<file path="src/hdl/trdpt_pkg.sv">
package trdpt_pkg;

  localparam int VALUE_WIDTH_DEF = 32;

  typedef enum logic [4:0] {
    ST_IDLE  = 5'b00001,
    ST_CHECK = 5'b00010,
    ST_DIV   = 5'b00100,
    ST_NEXT  = 5'b01000,
    ST_DONE  = 5'b10000
  } state_t;

endpackage

</file>
<file path="src/hdl/trial_division_prime_test_top.sv">
// Trial-division primality test. Each input word carries one signed VALUE_WIDTH-bit
// integer and yields one output word with is_prime set when the integer is prime.
// Negative values, zero and one go straight to the result. Otherwise divisors d = 2, 3, ...
// are tried while d*d <= value; each divisor takes one bound check, VALUE_WIDTH - 1 steps
// of a bit-serial restoring remainder unit, then a zero remainder ends the test with
// is_prime clear, else d and d*d are updated. Most of the run time is set by the serial
// remainder unit.
// One item is in flight at a time: in_stall stays high from acceptance until the
// result word has been taken.
module trial_division_prime_test_top
  import trdpt_pkg::*;
#(
  parameter int VALUE_WIDTH = VALUE_WIDTH_DEF
) (
  input  logic                          clk,
  input  logic                          rst_n,
  input  logic                          in_valid,
  output logic                          in_stall,
  input  logic signed [VALUE_WIDTH-1:0] in_value,
  output logic                          out_valid,
  input  logic                          out_stall,
  output logic                          out_is_prime
);

  localparam int MW = VALUE_WIDTH - 1;
  localparam int DW = VALUE_WIDTH / 2 + 2;
  localparam int SW = VALUE_WIDTH + 1;
  localparam int CW = $clog2(MW);

  state_t          state_r, state_nxt;
  logic [MW-1:0]   mag_r, mag_nxt;
  logic [DW-1:0]   div_r, div_nxt;
  logic [SW-1:0]   sq_r, sq_nxt;
  logic [DW-1:0]   rem_r, rem_nxt;
  logic [CW-1:0]   bit_r, bit_nxt;
  logic            prime_r, prime_nxt;

  logic [DW:0]     rem_sh;
  logic [DW:0]     rem_sub;
  logic            rem_ge;
  logic            sq_le;

  assign in_stall     = (state_r != ST_IDLE);
  assign out_valid    = (state_r == ST_DONE);
  assign out_is_prime = prime_r;

  assign rem_sh  = {rem_r, mag_r[bit_r]};
  assign rem_ge  = (rem_sh >= {1'b0, div_r});
  assign rem_sub = rem_sh - {1'b0, div_r};
  assign sq_le   = (sq_r <= {{(SW-MW){1'b0}}, mag_r});

  always_comb begin
    state_nxt = state_r;
    mag_nxt   = mag_r;
    div_nxt   = div_r;
    sq_nxt    = sq_r;
    rem_nxt   = rem_r;
    bit_nxt   = bit_r;
    prime_nxt = prime_r;
    case (state_r)
      ST_IDLE: begin
        if (in_valid) begin
          mag_nxt = in_value[MW-1:0];
          div_nxt = DW'(2);
          sq_nxt  = SW'(4);
          if (in_value[VALUE_WIDTH-1] || (in_value[MW-1:0] < MW'(2))) begin
            prime_nxt = 1'b0;
            state_nxt = ST_DONE;
          end else begin
            state_nxt = ST_CHECK;
          end
        end
      end
      ST_CHECK: begin
        if (sq_le) begin
          rem_nxt   = '0;
          bit_nxt   = CW'(MW - 1);
          state_nxt = ST_DIV;
        end else begin
          prime_nxt = 1'b1;
          state_nxt = ST_DONE;
        end
      end
      ST_DIV: begin
        rem_nxt = rem_ge ? rem_sub[DW-1:0] : rem_sh[DW-1:0];
        if (bit_r == '0) begin
          state_nxt = ST_NEXT;
        end else begin
          bit_nxt = bit_r - CW'(1);
        end
      end
      ST_NEXT: begin
        if (rem_r == '0) begin
          prime_nxt = 1'b0;
          state_nxt = ST_DONE;
        end else begin
          // (d+1)^2 = d^2 + 2d + 1
          sq_nxt    = sq_r + {{(SW-DW-1){1'b0}}, div_r, 1'b1};
          div_nxt   = div_r + DW'(1);
          state_nxt = ST_CHECK;
        end
      end
      ST_DONE: begin
        if (!out_stall) begin
          state_nxt = ST_IDLE;
        end
      end
      default: begin
        state_nxt = ST_IDLE;
      end
    endcase
  end

  always_ff @(posedge clk) begin
    if (!rst_n) begin
      state_r <= ST_IDLE;
    end else begin
      state_r <= state_nxt;
    end
  end

  always_ff @(posedge clk) begin
    mag_r   <= mag_nxt;
    div_r   <= div_nxt;
    sq_r    <= sq_nxt;
    rem_r   <= rem_nxt;
    bit_r   <= bit_nxt;
    prime_r <= prime_nxt;
  end

endmodule
</file>
<file path="config.mk">
export PLATFORM = sky130hd
export DESIGN_NAME = trial_division_prime_test_top
export DESIGN_NICKNAME = d
export VERILOG_FILES = /design/src/hdl/trdpt_pkg.sv /design/src/hdl/trial_division_prime_test_top.sv
export SDC_FILE = /design/constraint.sdc
export NUM_CORES = 1
export LEC_CHECK = 0
export ABC_AREA = 1
export BUFFER_PORTS_ARGS = -buffer_cell sky130_fd_sc_hd__buf_4
export CELL_PAD_IN_SITES_DETAIL_PLACEMENT = 1
export CELL_PAD_IN_SITES_GLOBAL_PLACEMENT = 1
export CORE_MARGIN = 4
export CORE_UTILIZATION = 50
export CTS_CLUSTER_DIAMETER = 150
export DETAILED_ROUTE_END_ITERATION = 7
export HOLD_SLACK_MARGIN = 0.03
export PLACE_DENSITY = 0.95
export SETUP_SLACK_MARGIN = 0.3
export SYNTH_ARGS = -nofsm -noshare
export SYNTH_HDL_FRONTEND = slang
export SYNTH_SLANG_ARGS = --single-unit
</file>
<file path="constraint.sdc">
create_clock -name clk -period 8.95 [get_ports clk]
set_clock_uncertainty 0.15 [all_clocks]
set_input_delay 2.685 -clock clk [delete_from_list [all_inputs] [get_ports clk]]
set_output_delay 2.685 -clock clk [all_outputs]
set_load 0.05 [all_outputs]
</file>
Yosys cells after proc, flatten, opt, wreduce, memory -nomap -nowiden
Index checks and enable logic that the tools add are counted.

Eq/ne operators: 15. Add/subtract/negate cells: 4. Reductions and logical operators: 12. Mux-type cells: 26. Magnitude comparators: 4.

Operator list (count): 18-bit 2-to-1 mux (4); 18-bit case mux with 2 select lines (2); 33-bit 2-to-1 mux (2); 33-bit case mux with 2 select lines (1); 5-bit 2-to-1 mux (8); 33-bit by 19-bit adder with 33-bit output (1); 33-bit by 31-bit less-or-equal comparator with 1-bit output (1); 31-bit by 2-bit less-than comparator with 1-bit output (second input constant) (1); 5-bit case mux with 5 select lines (1); 19-bit by 18-bit >= comparator with 1-bit output (1); 18-bit by 1-bit adder with 18-bit output (second input constant) (1); 18-bit logical NOT (1); 2-bit != test (second input constant) (9); 18-bit subtractor (1); 5-bit case mux with 2 select lines (1); 3-bit AND reduction (3); 5-bit by 6-bit less-than comparator with 1-bit output (second input constant) (1); 1-bit binary-select mux with 5-bit select (1); 5-bit by 1-bit == test with 1-bit output (second input constant) (1); 5-bit by 2-bit == test with 1-bit output (second input constant) (1); 5-bit by 3-bit == test with 1-bit output (second input constant) (1); 5-bit by 4-bit == test with 1-bit output (second input constant) (1); 5-bit == test (second input constant) (1); 5-bit logical NOT (1); other kinds (9) (15).

Word-level logic and storage cells: 68. Register bits: 111.

Longest topological paths before layout
Gate-level depths: netlist of the first run.

Depth after elaboration: 5. Mapped depth: 19. Gate-level depth less buffers: 18.

Worst setup path before layout of the first run
No wires, ideal clock.

Kind: input-to-reg. Start: input port in_valid. End: register mag_r[0], enable pin. Arrival: 4044 ps. Buffers on the path: 0. Setup time: 419 ps. Path slack: 4337 ps. Stages on the path: 2. Path through: inv_1 nor2_1.

Word-level cells in the longest chain between the ends: 1.

RTL lines: start: declaration (RTL line trial_division_prime_test_top.sv:17) `input logic in_valid,`; 2-bit AND reduction (no source line); end signal: assignment (RTL line trial_division_prime_test_top.sv:123) `mag_r <= mag_nxt;`; end: declaration (RTL line trial_division_prime_test_top.sv:31) `logic [MW-1:0] mag_r, mag_nxt;`.

Every way passes these cells. A chain may end at the register's enable or synchronous reset.

Worst setup path after layout of the first run
Start: register bit_r[0]. End: register rem_r[10] (data pin).

Word-level cells in the longest chain between the ends: 5. Elaborated cells between the ends (all ways): 6. Classes of those cells: 1 x add/sub; 1 x order compare; 4 x mux.

RTL lines: start: declaration (RTL line trial_division_prime_test_top.sv:35) `logic [CW-1:0] bit_r, bit_nxt;`; start signal: assignment (RTL line trial_division_prime_test_top.sv:127) `bit_r <= bit_nxt;`; 1-bit binary-select mux with 5-bit select (*) (RTL line trial_division_prime_test_top.sv:47) `assign rem_sh = {rem_r, mag_r[bit_r]};`; 1-bit 2-to-1 mux (not written as such) (*) (RTL line trial_division_prime_test_top.sv:47); 18-bit subtractor or 19-bit by 18-bit >= comparator with 1-bit output (tied branches) (RTL line trial_division_prime_test_top.sv:49, trial_division_prime_test_top.sv:48); 18-bit 2-to-1 mux (*) (RTL line trial_division_prime_test_top.sv:85) `rem_nxt = rem_ge ? rem_sub[DW-1:0] : rem_sh[DW-1:0];`; 18-bit case mux with 2 select lines (*) (RTL line trial_division_prime_test_top.sv:60) `case (state_r)`; end signal: assignment (RTL line trial_division_prime_test_top.sv:126) `rem_r <= rem_nxt;`; end: declaration (RTL line trial_division_prime_test_top.sv:34) `logic [DW-1:0] rem_r, rem_nxt;`.

Every way passes the cells marked *; elsewhere a longest branch is shown, timed or not. The select of a mux whose other input is x is not followed.

==> results of run 1 <==
power groups by stage:
stage	Clock, mW	Sequential [mW]	Combinational [mW]
floorplan	0	0.888	1.01
CTS	0.440	0.950	1.44
global route	0.460	0.970	1.63
detailed placement	0	0.956	1.40
finish	0.440	0.956	1.46
global placement	0	0.944	1.30
worst min path at each step:
| stage | start | to | slack (ns) | depth (start not counted) |
|---|---|---|---|---|
| final | state_r[0] | out_is_prime | 0.45 | 1 |
| after global routing | state_r[0] | out_is_prime | 0.45 | 1 |
| after CTS | state_r[0] | out_is_prime | 0.44 | 1 |
| after detailed placement | state_r[0] | out_is_prime | 0.43 | 1 |
| after global placement | state_r[0] | out_is_prime | 0.42 | 1 |
| after floorplan | state_r[0] | out_is_prime | 0.40 | 1 |
Yosys cell counts (7+ instances only):
master	n
nand4_1	14
o21ai_0	64
ha_1	69
nor3_1	15
o21ai_1	17
buf_2	7
nand2_1	196
xnor2_1	9
inv_1	130
o21a_1	8
a21oi_1	108
edfxtp_1	106
nor2_1	120
nand3_1	50
metal layers:
layer	track usage	wire, um	vias to the layer above
met5	0	0	-
li1	-	-	3500
met1	0.339	10100	3674
met4	0.172	1530	0
met3	0.0395	1240	102
met2	0.536	13500	277
stage by stage:
| stage | util | setup slack [ns] | power [mW] | std cells |
|---|---|---|---|---|
| floorplan | - | 4.34 | 1.90 | 1002 |
| global placement | 0.542 | 4.64 | 2.24 | 1246 |
| detailed placement | 0.542 | 4.59 | 2.36 | 1246 |
| CTS | 0.562 | 4.42 | 2.83 | 1262 |
| global route | 0.562 | 4.19 | 3.06 | 1262 |
| finish | 0.562 | 4.39 | 2.86 | 1262 |
cells by family after synthesis:
group | count (synthesis) | synth area share
AOI/OAI and AO/OA | 222 | 0.152
xor gates and xnor gates | 15 | 0.0163
adders and majority gates | 71 | 0.112
buffers and inverters | 148 | 0.0724
DFF | 111 | 0.407
and+or+nand+nor | 435 | 0.241
flip-flops by register name, summed over array words and instances, names as in the netlist:
| register | cells |
|---|---|
| div_r | 18 |
| state_r | 5 |
| rem_r | 18 |
| sq_r | 33 |
| bit_r | 5 |
| out_is_prime | 1 |
| mag_r | 31 |
cell type report:
type	count	area, sq um	share of cell area
Tap cell	216	270	0.0304
Timing Repair Buffer	42	315	0.0355
Inverter	134	505	0.0569
Multi-Input combinational cell	743	4210	0.474
Sequential cell	111	3280	0.369
Clock inverter	6	76.3	0.00859
Clock buffer	10	229	0.0258
worst max-delay path: stages (launching register included):
cell	delay, ns
edfxtp_1	0.71
inv_1	0.49
nand2_1	0.14
nand3_1	0.11
nand3_1	0.11
nand3_1	0.11
nand2_1	0.06
o31ai_1	0.57
ha_1	0.34
inv_1	0.10
fa_1	0.42
nand2_1	0.10
nand2_1	0.13
a21o_1	0.24
nand3_1	0.07
nand2_1	0.06
xor2_1	0.14
nor2_1	0.15
nor2_1	0.07
==> impl_table.tex, run 1 <==
\begin{tabular}{lr}
\hline
Metric & Value \\
\hline
\multicolumn{2}{l}{\textbf{Placed design}} \\
\quad Post-DP Area & 8580 sq um \\
\quad Count of buffers inserted at the top-level ports & 38 \\
\quad Half-perimeter wire length after detailed placement & 19200 um \\
\quad Global placement routability congestion & 0.868 \\
\multicolumn{2}{l}{\textbf{Timing}} \\
\quad Minimum clock period & 4.56 ns \\
\quad Number of failing hold endpoints at the final stage & 0 \\
\quad Sum of negative setup slack & 0 ns \\
\quad Worst-case hold slack & 0.450 ns \\
\quad Number of pins exceeding their max-slew limit in the final report & 0 \\
\quad RSZ-0062 raised after global routing & false \\
\quad Final cycle utilization of the critical path & 0.509 \\
\quad Remaining max-slew budget at the tightest pin & 0.411 \\
\quad Transition time at the pin with the least slew margin & 0.882 ns \\
\quad Maximum clock rate & 220 MHz \\
\quad Count of final setup violators & 0 \\
\multicolumn{2}{l}{\textbf{Drt}} \\
\quad DR DRC count & 0 \\
\quad Drt initial violations & 519 \\
\quad Number of nets with antenna violations after routing & 0 \\
\quad Routed length per instance & 20.9 um \\
\quad Detailed-route via count & 7553 \\
\quad Post-detailed-route via-to-cell ratio & 5.98 \\
\quad Total iterations of the first detailed-routing run & 5 \\
\quad WL final & 26400 um \\
\multicolumn{2}{l}{\textbf{Worst setup path}} \\
\quad Critical Path Fanout Max & 21 \\
\quad Worst r2r path cells & 18 \\
\quad Reg-to-Reg Start & bit\_r[0] \\
\quad Worst setup path startpoint & bit\_r[0] \\
\quad Kind of end point of the critical path & flop \\
\quad Arrival time of the worst setup path & 4.52 ns \\
\quad Endpoint of the worst setup timing path & rem\_r[10] \\
\quad FF-to-FF End & rem\_r[10] \\
\quad Critical path class & flop to flop \\
\quad CP Data Required Time & 8.92 ns \\
\quad Sort of element at the start of the critical path & flop \\
\quad Worst-case register-to-register setup slack & 4.39 ns \\
\multicolumn{2}{l}{\textbf{Clock network}} \\
\quad Clk\_lat worst skew & 0.37 ns \\
\quad Maximum count of clock buffers along a single path & 2 \\
\quad H-tree levels & 3 \\
\quad Root buffer cell & clkbuf\_16 \\
\quad Count of hold buffers inserted by post-cts repair & 0 \\
\quad TritonCTS clock tree & built \\
\quad Number of clock buffers inserted by TritonCTS & 9 \\
\quad Clk slew on worst S/H paths & 0.08 ns \\
\quad Number of instances resized during post-cts repair & 0 \\
\quad Total setup buffers inserted after CTS & 0 \\
\quad Count of clock tree sinks & 111 \\
\multicolumn{2}{l}{\textbf{Layout}} \\
\quad Most common library cell in the layout ignoring fill and taps & nand2\_1 \\
\quad Syn-to-layout area delta & 10.2\% \\
\quad Total number of nets in the final design & 1148 \\
\quad Final instance area & 8890 sq um \\
\quad Fill cell instance count of the final layout & 1939 \\
\quad Fraction of layout cells with a size suffix above 1 & 0.0908 \\
\quad Most used cells in the layout excluding fill and tap cells & nand2\_1, inv\_1, nor2\_1, a21oi\_1, edfxtp\_1 \\
\quad Antenna cell count & 0 \\
\multicolumn{2}{l}{\textbf{Logic synthesis}} \\
\quad Part of the Yosys area used for sequential elements & 0.407 \\
\quad Count of different cell masters after synthesis & 52 \\
\quad Synth top area cells & edfxtp\_1, ha\_1, nand2\_1 \\
\quad Number of instances in the synthesized netlist & 1002 \\
\quad Share of the synthesized area in the top cell type & 0.395 \\
\quad Post-synth EDFFs & 106 \\
\quad Yosys warns & 0 \\
\quad Netlist area before placement & 8070 sq um \\
\quad Syn\_nets & 1109 \\
\quad Ys flop type & edfxtp\_1 \\
\quad Cell taking the most area after synthesis & edfxtp\_1 \\
\quad Share of flip-flops with an asynchronous set or reset after synthesis & 0 \\
\quad Post-synthesis area per instance & 8.05 sq um \\
\quad Flip-flop and latch count after synthesis & 111 \\
\multicolumn{2}{l}{\textbf{Pwr}} \\
\quad Worst VDD drop & 0.141 mV \\
\quad Leakage power & 3.73 nW \\
\quad Sw Share & 0.492 \\
\quad Fraction of power consumed by combinational cells & 0.512 \\
\quad Clock network fraction of design power & 0.154 \\
\quad Internal Pwr Total & 1.45 mW \\
\quad Power share of the sequential group & 0.334 \\
\quad Net switching power & 1.41 mW \\
\quad Pwr/cell area & 322 nW/um\^{}2 \\
\multicolumn{2}{l}{\textbf{Outcome}} \\
\quad Run status & finished, final reports clean \\
\multicolumn{2}{l}{\textbf{Floorplan}} \\
\quad Site Rows & 46 \\
\quad Die width & 135 um \\
\quad Floorplan die height & 135 um \\
\quad Area of the core region & 15800 sq um \\
\quad Starting density of the core & 0.510 \\
\quad I/O pin count & 39 \\
\quad Area of the die & 18200 sq um \\
\multicolumn{2}{l}{\textbf{Global routing}} \\
\quad Number of antenna violations at the first check in global routing & 0 \\
\quad Global routing usage summed across all routing layers & 0.298 \\
\quad First-pass GRT wire length & 42600 um \\
\quad Pin count of the biggest net entering global routing & 52 \\
\quad Total gr overflow & 0 \\
\quad Number of global-route vias before repair & 8237 \\
\multicolumn{2}{l}{\textbf{Worst hold path}} \\
\quad Hold crit path type & flop to flop \\
\multicolumn{2}{l}{\textbf{Run}} \\
\quad Max-cap violations & 0 \\
\hline
\end{tabular}
No activity file was read; power rests on OpenSTA's default activity.
==> run 2: changes to the inputs <==
- CORE_UTILIZATION: 50 -> 47
- PLACE_DENSITY: 0.95 -> 0.91
- clock period: 8.95 -> 4.8 ns (I/O delays scaled with it)
==> run 2 against run 1 <==
- largest power group unchanged
- worst hold slack got worse by 0.014 ns
- cell count rose by 0.32%
- largest cell class unchanged
- sequential share of layout area rose by 0.11 points
- highest routed layer unchanged
- global-route usage fell by 4.4 points
- flip-flop and latch count did not move
- total power rose by 81%
- clock power rose by 68%
- sequential power rose by 85%
- first-iteration DRC count fell by 11%
- core utilization fell by 3.1 points
- critical endpoint is now rem_r[16]
- design area fell by 0.30%
==> impl_table.tex, run 2 (synthesized netlist as in run 1, its figures left out) <==
\begin{tabular}{lr}
\hline
Metric & Value \\
\hline
\multicolumn{2}{l}{\textbf{Drt}} \\
\quad DR DRC count & 0 (unchanged) \\
\quad Routed length per instance & 19.4 um (-7.0\%) \\
\quad Drt initial violations & 461 (-11\%) \\
\quad WL final & 24600 um (-6.7\%) \\
\quad Detailed-route via count & 7348 (-2.7\%) \\
\quad Post-detailed-route via-to-cell ratio & 5.80 (-3.0\%) \\
\quad Total iterations of the first detailed-routing run & 5 (unchanged) \\
\quad Number of nets with antenna violations after routing & 0 (unchanged) \\
\multicolumn{2}{l}{\textbf{Pwr}} \\
\quad Worst VDD drop & 0.260 mV (+85\%) \\
\quad Leakage power & 3.72 nW (-0.25\%) \\
\quad Sw Share & 0.490 (-0.00192) \\
\quad Internal Pwr Total & 2.64 mW (+82\%) \\
\quad Pwr/cell area & 585 nW/um\^{}2 (+82\%) \\
\quad Clock network fraction of design power & 0.143 (-0.011) \\
\quad Power share of the sequential group & 0.342 (+0.008) \\
\quad Fraction of power consumed by combinational cells & 0.515 (+0.003) \\
\quad Net switching power & 2.54 mW (+81\%) \\
\multicolumn{2}{l}{\textbf{Clock network}} \\
\quad H-tree levels & 3 (unchanged) \\
\quad Clk\_lat worst skew & 0.37 ns (about the same) \\
\quad TritonCTS clock tree & built \\
\quad Clk slew on worst S/H paths & 0.08 ns (about the same) \\
\quad Number of instances resized during post-cts repair & 0 (unchanged) \\
\quad Number of clock buffers inserted by TritonCTS & 9 (unchanged) \\
\quad Count of clock tree sinks & 111 (unchanged) \\
\quad Maximum count of clock buffers along a single path & 2 (unchanged) \\
\quad Root buffer cell & clkbuf\_16 \\
\multicolumn{2}{l}{\textbf{Worst hold path}} \\
\quad Launch point of the worst hold path & state\_r[0] \\
\quad Number of cells on the worst hold path & 1 (unchanged) \\
\quad Hold crit path type & flop to flop \\
\multicolumn{2}{l}{\textbf{Worst setup path}} \\
\quad Arrival time of the worst setup path & 4.16 ns (-0.36 ns) \\
\quad Kind of end point of the critical path & flop \\
\quad Critical path class & flop to flop \\
\quad Critical Path Fanout Max & 14 (-33\%) \\
\quad Reg-to-Reg Start & bit\_r[0] \\
\quad Worst setup path startpoint & bit\_r[0] \\
\quad CP Data Required Time & 4.76 ns (-4.16 ns) \\
\quad Sort of element at the start of the critical path & flop \\
\quad Worst r2r path cells & 17 (-1) \\
\multicolumn{2}{l}{\textbf{Layout}} \\
\quad Total number of nets in the final design & 1148 (unchanged) \\
\quad Fraction of layout cells with a size suffix above 1 & 0.0889 (-0.00191) \\
\quad Antenna cell count & 0 (unchanged) \\
\quad Register with the most flip-flops & sq\_r \\
\quad Syn-to-layout area delta & 9.88\% \\
\quad Final instance area & 8860 sq um (-0.30\%) \\
\quad Most common library cell in the layout ignoring fill and taps & nand2\_1 \\
\quad Most used cells in the layout excluding fill and tap cells & nand2\_1, inv\_1, nor2\_1, a21oi\_1, edfxtp\_1 \\
\quad Registers with the most flip-flops & sq\_r: 33 flops, mag\_r: 31 flops \\
\quad Largest register FFs & 33 (unchanged) \\
\multicolumn{2}{l}{\textbf{Timing}} \\
\quad Sum of negative setup slack & 0 ns (unchanged) \\
\quad Number of pins exceeding their max-slew limit in the final report & 0 (unchanged) \\
\quad Least setup slack across all paths after layout & 0.605 ns (-3.79 ns) \\
\quad Maximum clock rate & 238 MHz (+8.6\%) \\
\quad Final cycle utilization of the critical path & 0.874 (+0.365) \\
\quad Transition time at the pin with the least slew margin & 1.14 ns (+0.259 ns) \\
\quad RSZ-0062 raised after global routing & false \\
\quad Remaining max-slew budget at the tightest pin & 0.239 (-0.171) \\
\quad Worst-case hold slack & 0.436 ns (-0.0140 ns) \\
\quad Minimum clock period & 4.20 ns (-0.360 ns) \\
\quad Number of failing hold endpoints at the final stage & 0 (unchanged) \\
\quad Count of final setup violators & 0 (unchanged) \\
\multicolumn{2}{l}{\textbf{Placed design}} \\
\quad Post-DP Area & 8580 sq um (about the same) \\
\quad Count of buffers inserted at the top-level ports & 38 (unchanged) \\
\quad Half-perimeter wire length after detailed placement & 18800 um (-2.2\%) \\
\quad Worst Setup Slack post-DPL & 0.676 ns (-3.91 ns) \\
\quad Global placement routability congestion & 0.938 (+8.1\%) \\
\multicolumn{2}{l}{\textbf{Run}} \\
\quad Max-cap violations & 0 (unchanged) \\
\multicolumn{2}{l}{\textbf{Global routing}} \\
\quad First-pass GRT wire length & 39700 um (-6.8\%) \\
\quad Pin count of the biggest net entering global routing & 52 (unchanged) \\
\quad Number of global-route vias before repair & 7696 (-6.6\%) \\
\quad Global routing usage summed across all routing layers & 0.254 (-0.0435) \\
\quad Total gr overflow & 0 (unchanged) \\
\quad Number of antenna violations at the first check in global routing & 0 (unchanged) \\
\multicolumn{2}{l}{\textbf{Floorplan}} \\
\quad Starting density of the core & 0.483 (-0.0266) \\
\quad Die width & 139 um (+3.0\%) \\
\quad Area of the core region & 16700 sq um (+5.5\%) \\
\quad Site Rows & 47 (+2.2\%) \\
\quad I/O pin count & 39 (unchanged) \\
\quad Floorplan die height & 139 um (+3.0\%) \\
\quad Area of the die & 19300 sq um (+6.0\%) \\
\multicolumn{2}{l}{\textbf{Outcome}} \\
\quad Run status & finished, final reports clean \\
\hline
\end{tabular}
[run 2: final timing paths]
check                                    end  slack (ns)
worst max-delay path               rem_r[16]        0.60
worst min-delay path            out_is_prime        0.44
worst max register to register     rem_r[16]        0.60
worst min register to register  out_is_prime        0.44
[run 2: area by class of cell]
| cell class | count | area [sq um] |
|---|---|---|
| Fill cell | 2062 | 7840 |
| Tap cell | 220 | 275 |
| Clock inverter | 6 | 45.0 |
| Timing Repair Buffer | 42 | 315 |
| Inverter | 134 | 505 |
| Sequential cell | 111 | 3280 |
| Multi-Input combinational cell | 743 | 4210 |
| Clock buffer | 10 | 229 |
[run 2: stage by stage]
step	cells	total power [mW]	utilization
CTS	1265	5.16	0.530
floorplan	1002	3.55	-
global route	1266	5.59	0.531
finish	1266	5.18	0.531
global placement	1249	4.20	0.514
detailed placement	1249	4.38	0.514
[run 2: power groups by stage]
| stage | logic, mW | clock network (mW) | registers [mW] |
|---|---|---|---|
| after floorplan | 1.89 | 0 | 1.66 |
| after global placement | 2.44 | 0 | 1.77 |
| after detailed placement | 2.60 | 0 | 1.78 |
| after CTS | 2.65 | 0.749 | 1.77 |
| after global routing | 3.01 | 0.782 | 1.80 |
| final | 2.67 | 0.740 | 1.77 |
[run 2: repair_timing]
action,CTS,global route
hold buffers,0,0
endpoints found under the setup margin,0,3
buffers inserted,0,1
[run 2: critical path: stages (launching register included)]
cell      delay [ns]
edfxtp_1        0.58
inv_1           0.41
nand2_1         0.13
nand3_1         0.09
nand3_1         0.07
nand3_1         0.09
nand2_1         0.08
o31ai_1         0.59
ha_1            0.33
inv_1           0.09
fa_1            0.40
nand2_1         0.10
nand2_1         0.15
nand3_1         0.11
nand3_1         0.13
a21oi_1         0.18
xor2_1          0.17
a21oi_1         0.09
[run 2: metal layers]
layer | GRT usage | wire length, um | part of all wire
met2 | 0.455 | 12500 | 0.51
met3 | 0.0407 | 1020 | 0.042
met4 | 0.0984 | 809 | 0.033
met1 | 0.307 | 10300 | 0.42
met5 | 0 | 0 | 0
==> run 3: changes to the inputs <==
- CORE_UTILIZATION: 47 -> 50
- PLACE_DENSITY: 0.91 -> 0.95
- clock period: 4.8 -> 5.2 ns (I/O delays scaled with it)
==> run 3 against run 2 <==
- setup slack better by 0.33 ns
- flip-flop and latch count did not move
- via count up 2.4%
- clock power grew 4.2%
- critical path depth decreased by 1
- critical path type unchanged
- largest cell class unchanged
- largest power group unchanged
==> impl_table.tex, run 3 (synthesized netlist as in run 1, its figures left out) <==
\begin{tabular}{lr}
\hline
Metric & Value \\
\hline
\multicolumn{2}{l}{\textbf{Clock network}} \\
\quad Number of instances resized during post-cts repair & 0 (unchanged) \\
\quad Clk slew on worst S/H paths & 0.08 ns (about the same) \\
\quad Count of hold buffers inserted by post-cts repair & 0 (unchanged) \\
\quad H-tree levels & 3 (unchanged) \\
\quad Number of clock buffers inserted by TritonCTS & 9 (unchanged) \\
\quad Root buffer cell & clkbuf\_16 \\
\quad Clk\_lat worst skew & 0.37 ns (about the same) \\
\quad Maximum count of clock buffers along a single path & 2 (unchanged) \\
\quad TritonCTS clock tree & built \\
\quad Total setup buffers inserted after CTS & 0 (unchanged) \\
\quad Count of clock tree sinks & 111 (unchanged) \\
\multicolumn{2}{l}{\textbf{Placed design}} \\
\quad Global placement routability congestion & 0.909 (-3.1\%) \\
\quad Placed cell count & 1245 (-0.32\%) \\
\quad Half-perimeter wire length after detailed placement & 20100 um (+7.0\%) \\
\quad Count of buffers inserted at the top-level ports & 38 (unchanged) \\
\quad Post-DP Area & 8580 sq um (about the same) \\
\multicolumn{2}{l}{\textbf{Worst setup path}} \\
\quad Cells along the critical path & inv\_1, nand3\_1, nand3\_1, nand3\_1, nand2\_1, o31ai\_1, ha\_1, inv\_1, fa\_1, nand2\_1, nand2\_1, nand3\_1, nand3\_1, a21oi\_1, xor2\_1, a21oi\_1 \\
\quad Critical Path Fanout Max & 21 (+7) \\
\quad Buf/Inv on CP & 2 (unchanged) \\
\quad Kind of end point of the critical path & flop \\
\quad Critical path class & flop to flop \\
\quad Sort of element at the start of the critical path & flop \\
\quad Slowest stage delay, CP & 0.75 ns (+0.16 ns) \\
\quad Crit path depth & 16 (-1) \\
\quad CP max-delay cell & edfxtp\_1 \\
\quad Worst r2r path cells & 16 (-1) \\
\quad Gate family responsible for the most delay along the worst path & simple AND/OR/NAND/NOR gates \\
\quad CP Data Required Time & 5.16 ns (+0.40 ns) \\
\quad Most used cell, CP & nand3\_1 \\
\quad Arrival time of the worst setup path & 4.22 ns (+0.06 ns) \\
\multicolumn{2}{l}{\textbf{Timing}} \\
\quad Count of final setup violators & 0 (unchanged) \\
\quad Number of pins exceeding their max-slew limit in the final report & 0 (unchanged) \\
\quad Remaining max-slew budget at the tightest pin & 0.237 (-0.00241) \\
\quad Final cycle utilization of the critical path & 0.819 (-0.0547) \\
\quad Minimum clock period & 4.26 ns (+0.0654 ns) \\
\quad Maximum clock rate & 235 MHz (-1.5\%) \\
\quad RSZ-0062 raised after global routing & false \\
\quad Transition time at the pin with the least slew margin & 1.14 ns (+0.00362 ns) \\
\quad Number of failing hold endpoints at the final stage & 0 (unchanged) \\
\quad Sum of negative setup slack & 0 ns (unchanged) \\
\multicolumn{2}{l}{\textbf{Floorplan}} \\
\quad Area of the core region & 15800 sq um (-5.2\%) \\
\quad Die width & 135 um (-2.9\%) \\
\quad I/O pin count & 39 (unchanged) \\
\quad Starting density of the core & 0.510 (+0.0266) \\
\quad Floorplan die height & 135 um (-2.9\%) \\
\quad Area of the die & 18200 sq um (-5.7\%) \\
\quad Site Rows & 46 (-2.1\%) \\
\multicolumn{2}{l}{\textbf{Layout}} \\
\quad Antenna cell count & 0 (unchanged) \\
\quad Registers with the most flip-flops & sq\_r: 33 flops, mag\_r: 31 flops \\
\quad Largest register FFs & 33 (unchanged) \\
\quad Final instance area & 8890 sq um (+0.30\%) \\
\quad Non-Filler Instances & 1261 (-0.39\%) \\
\quad Most common library cell in the layout ignoring fill and taps & nand2\_1 \\
\quad Total number of nets in the final design & 1147 (-0.087\%) \\
\quad Fraction of layout cells with a size suffix above 1 & 0.0880 (-0.000872) \\
\quad Register with the most flip-flops & sq\_r \\
\quad Most used cells in the layout excluding fill and tap cells & nand2\_1, inv\_1, nor2\_1, a21oi\_1, edfxtp\_1 \\
\quad Syn-to-layout area delta & 10.2\% \\
\multicolumn{2}{l}{\textbf{Worst hold path}} \\
\quad Hold crit path type & flop to flop \\
\quad Number of cells on the worst hold path & 1 (unchanged) \\
\multicolumn{2}{l}{\textbf{Global routing}} \\
\quad Number of global-route vias before repair & 8114 (+5.4\%) \\
\quad Global routing usage summed across all routing layers & 0.291 (+0.0363) \\
\quad Number of antenna violations at the first check in global routing & 0 (unchanged) \\
\quad First-pass GRT wire length & 41700 um (+5.1\%) \\
\quad Pin count of the biggest net entering global routing & 52 (unchanged) \\
\quad Total gr overflow & 0 (unchanged) \\
\multicolumn{2}{l}{\textbf{Drt}} \\
\quad Number of nets with antenna violations after routing & 0 (unchanged) \\
\quad DR DRC count & 0 (unchanged) \\
\quad Post-detailed-route via-to-cell ratio & 5.97 (+2.8\%) \\
\quad Total iterations of the first detailed-routing run & 5 (unchanged) \\
\quad Routed length per instance & 20.5 um (+5.6\%) \\
\quad Drt initial violations & 537 (+16\%) \\
\quad Detailed-route via count & 7524 (+2.4\%) \\
\quad WL final & 25900 um (+5.1\%) \\
\multicolumn{2}{l}{\textbf{Pwr}} \\
\quad Worst VDD drop & 0.265 mV (+1.7\%) \\
\quad Leakage power & 3.73 nW (+0.26\%) \\
\quad Pwr/cell area & 555 nW/um\^{}2 (-5.1\%) \\
\multicolumn{2}{l}{\textbf{Outcome}} \\
\quad Run status & finished, final reports clean \\
\multicolumn{2}{l}{\textbf{Run}} \\
\quad Max-cap violations & 0 (unchanged) \\
\hline
\end{tabular}
## run 3: area by class of cell
| cell class | instances | area [sq um] |
|---|---|---|
| Multi-Input combinational cell | 743 | 4210 |
| Tap cell | 216 | 270 |
| Fill cell | 1957 | 6940 |
| Inverter | 134 | 505 |
| Timing Repair Buffer | 41 | 308 |
| Sequential cell | 111 | 3280 |
| Clock inverter | 6 | 83.8 |
| Clock buffer | 10 | 229 |
## run 3: through the flow
step,utilization,power (mW),setup WS [ns],hold WS (ns)
2_1_floorplan,-,3.27,1.71,0.400
3_3_place_gp,0.542,3.87,1.29,0.417
3_5_place_dp,0.542,4.08,1.03,0.421
4_1_cts,0.562,4.89,0.980,0.432
5_1_grt,0.562,5.27,0.591,0.452
6_report,0.562,4.93,0.939,0.431
## run 3: report_power, final
| part | internal, mW | leakage [nW] | switching, mW |
|---|---|---|---|
| clock | 0.422 | 0.148 | 0.349 |
| combinational | 0.774 | 2.53 | 1.73 |
| sequential | 1.34 | 1.05 | 0.315 |
## run 3: worst paths after layout
kind / startpoint / to / slack (ns)
max: bit_r[0] / rem_r[16] / 0.94
min: state_r[0] / out_is_prime / 0.43
max reg2reg: bit_r[0] / rem_r[16] / 0.94
min reg2reg: state_r[0] / out_is_prime / 0.43
## run 3: metal layers
layer  part of all wire  global-route usage  vias up
met1               0.39               0.336     3707
met4              0.040               0.130        0
met5                  0                   0        -
met2               0.52               0.532      246
met3              0.042              0.0421       68
li1                   -                   -     3503
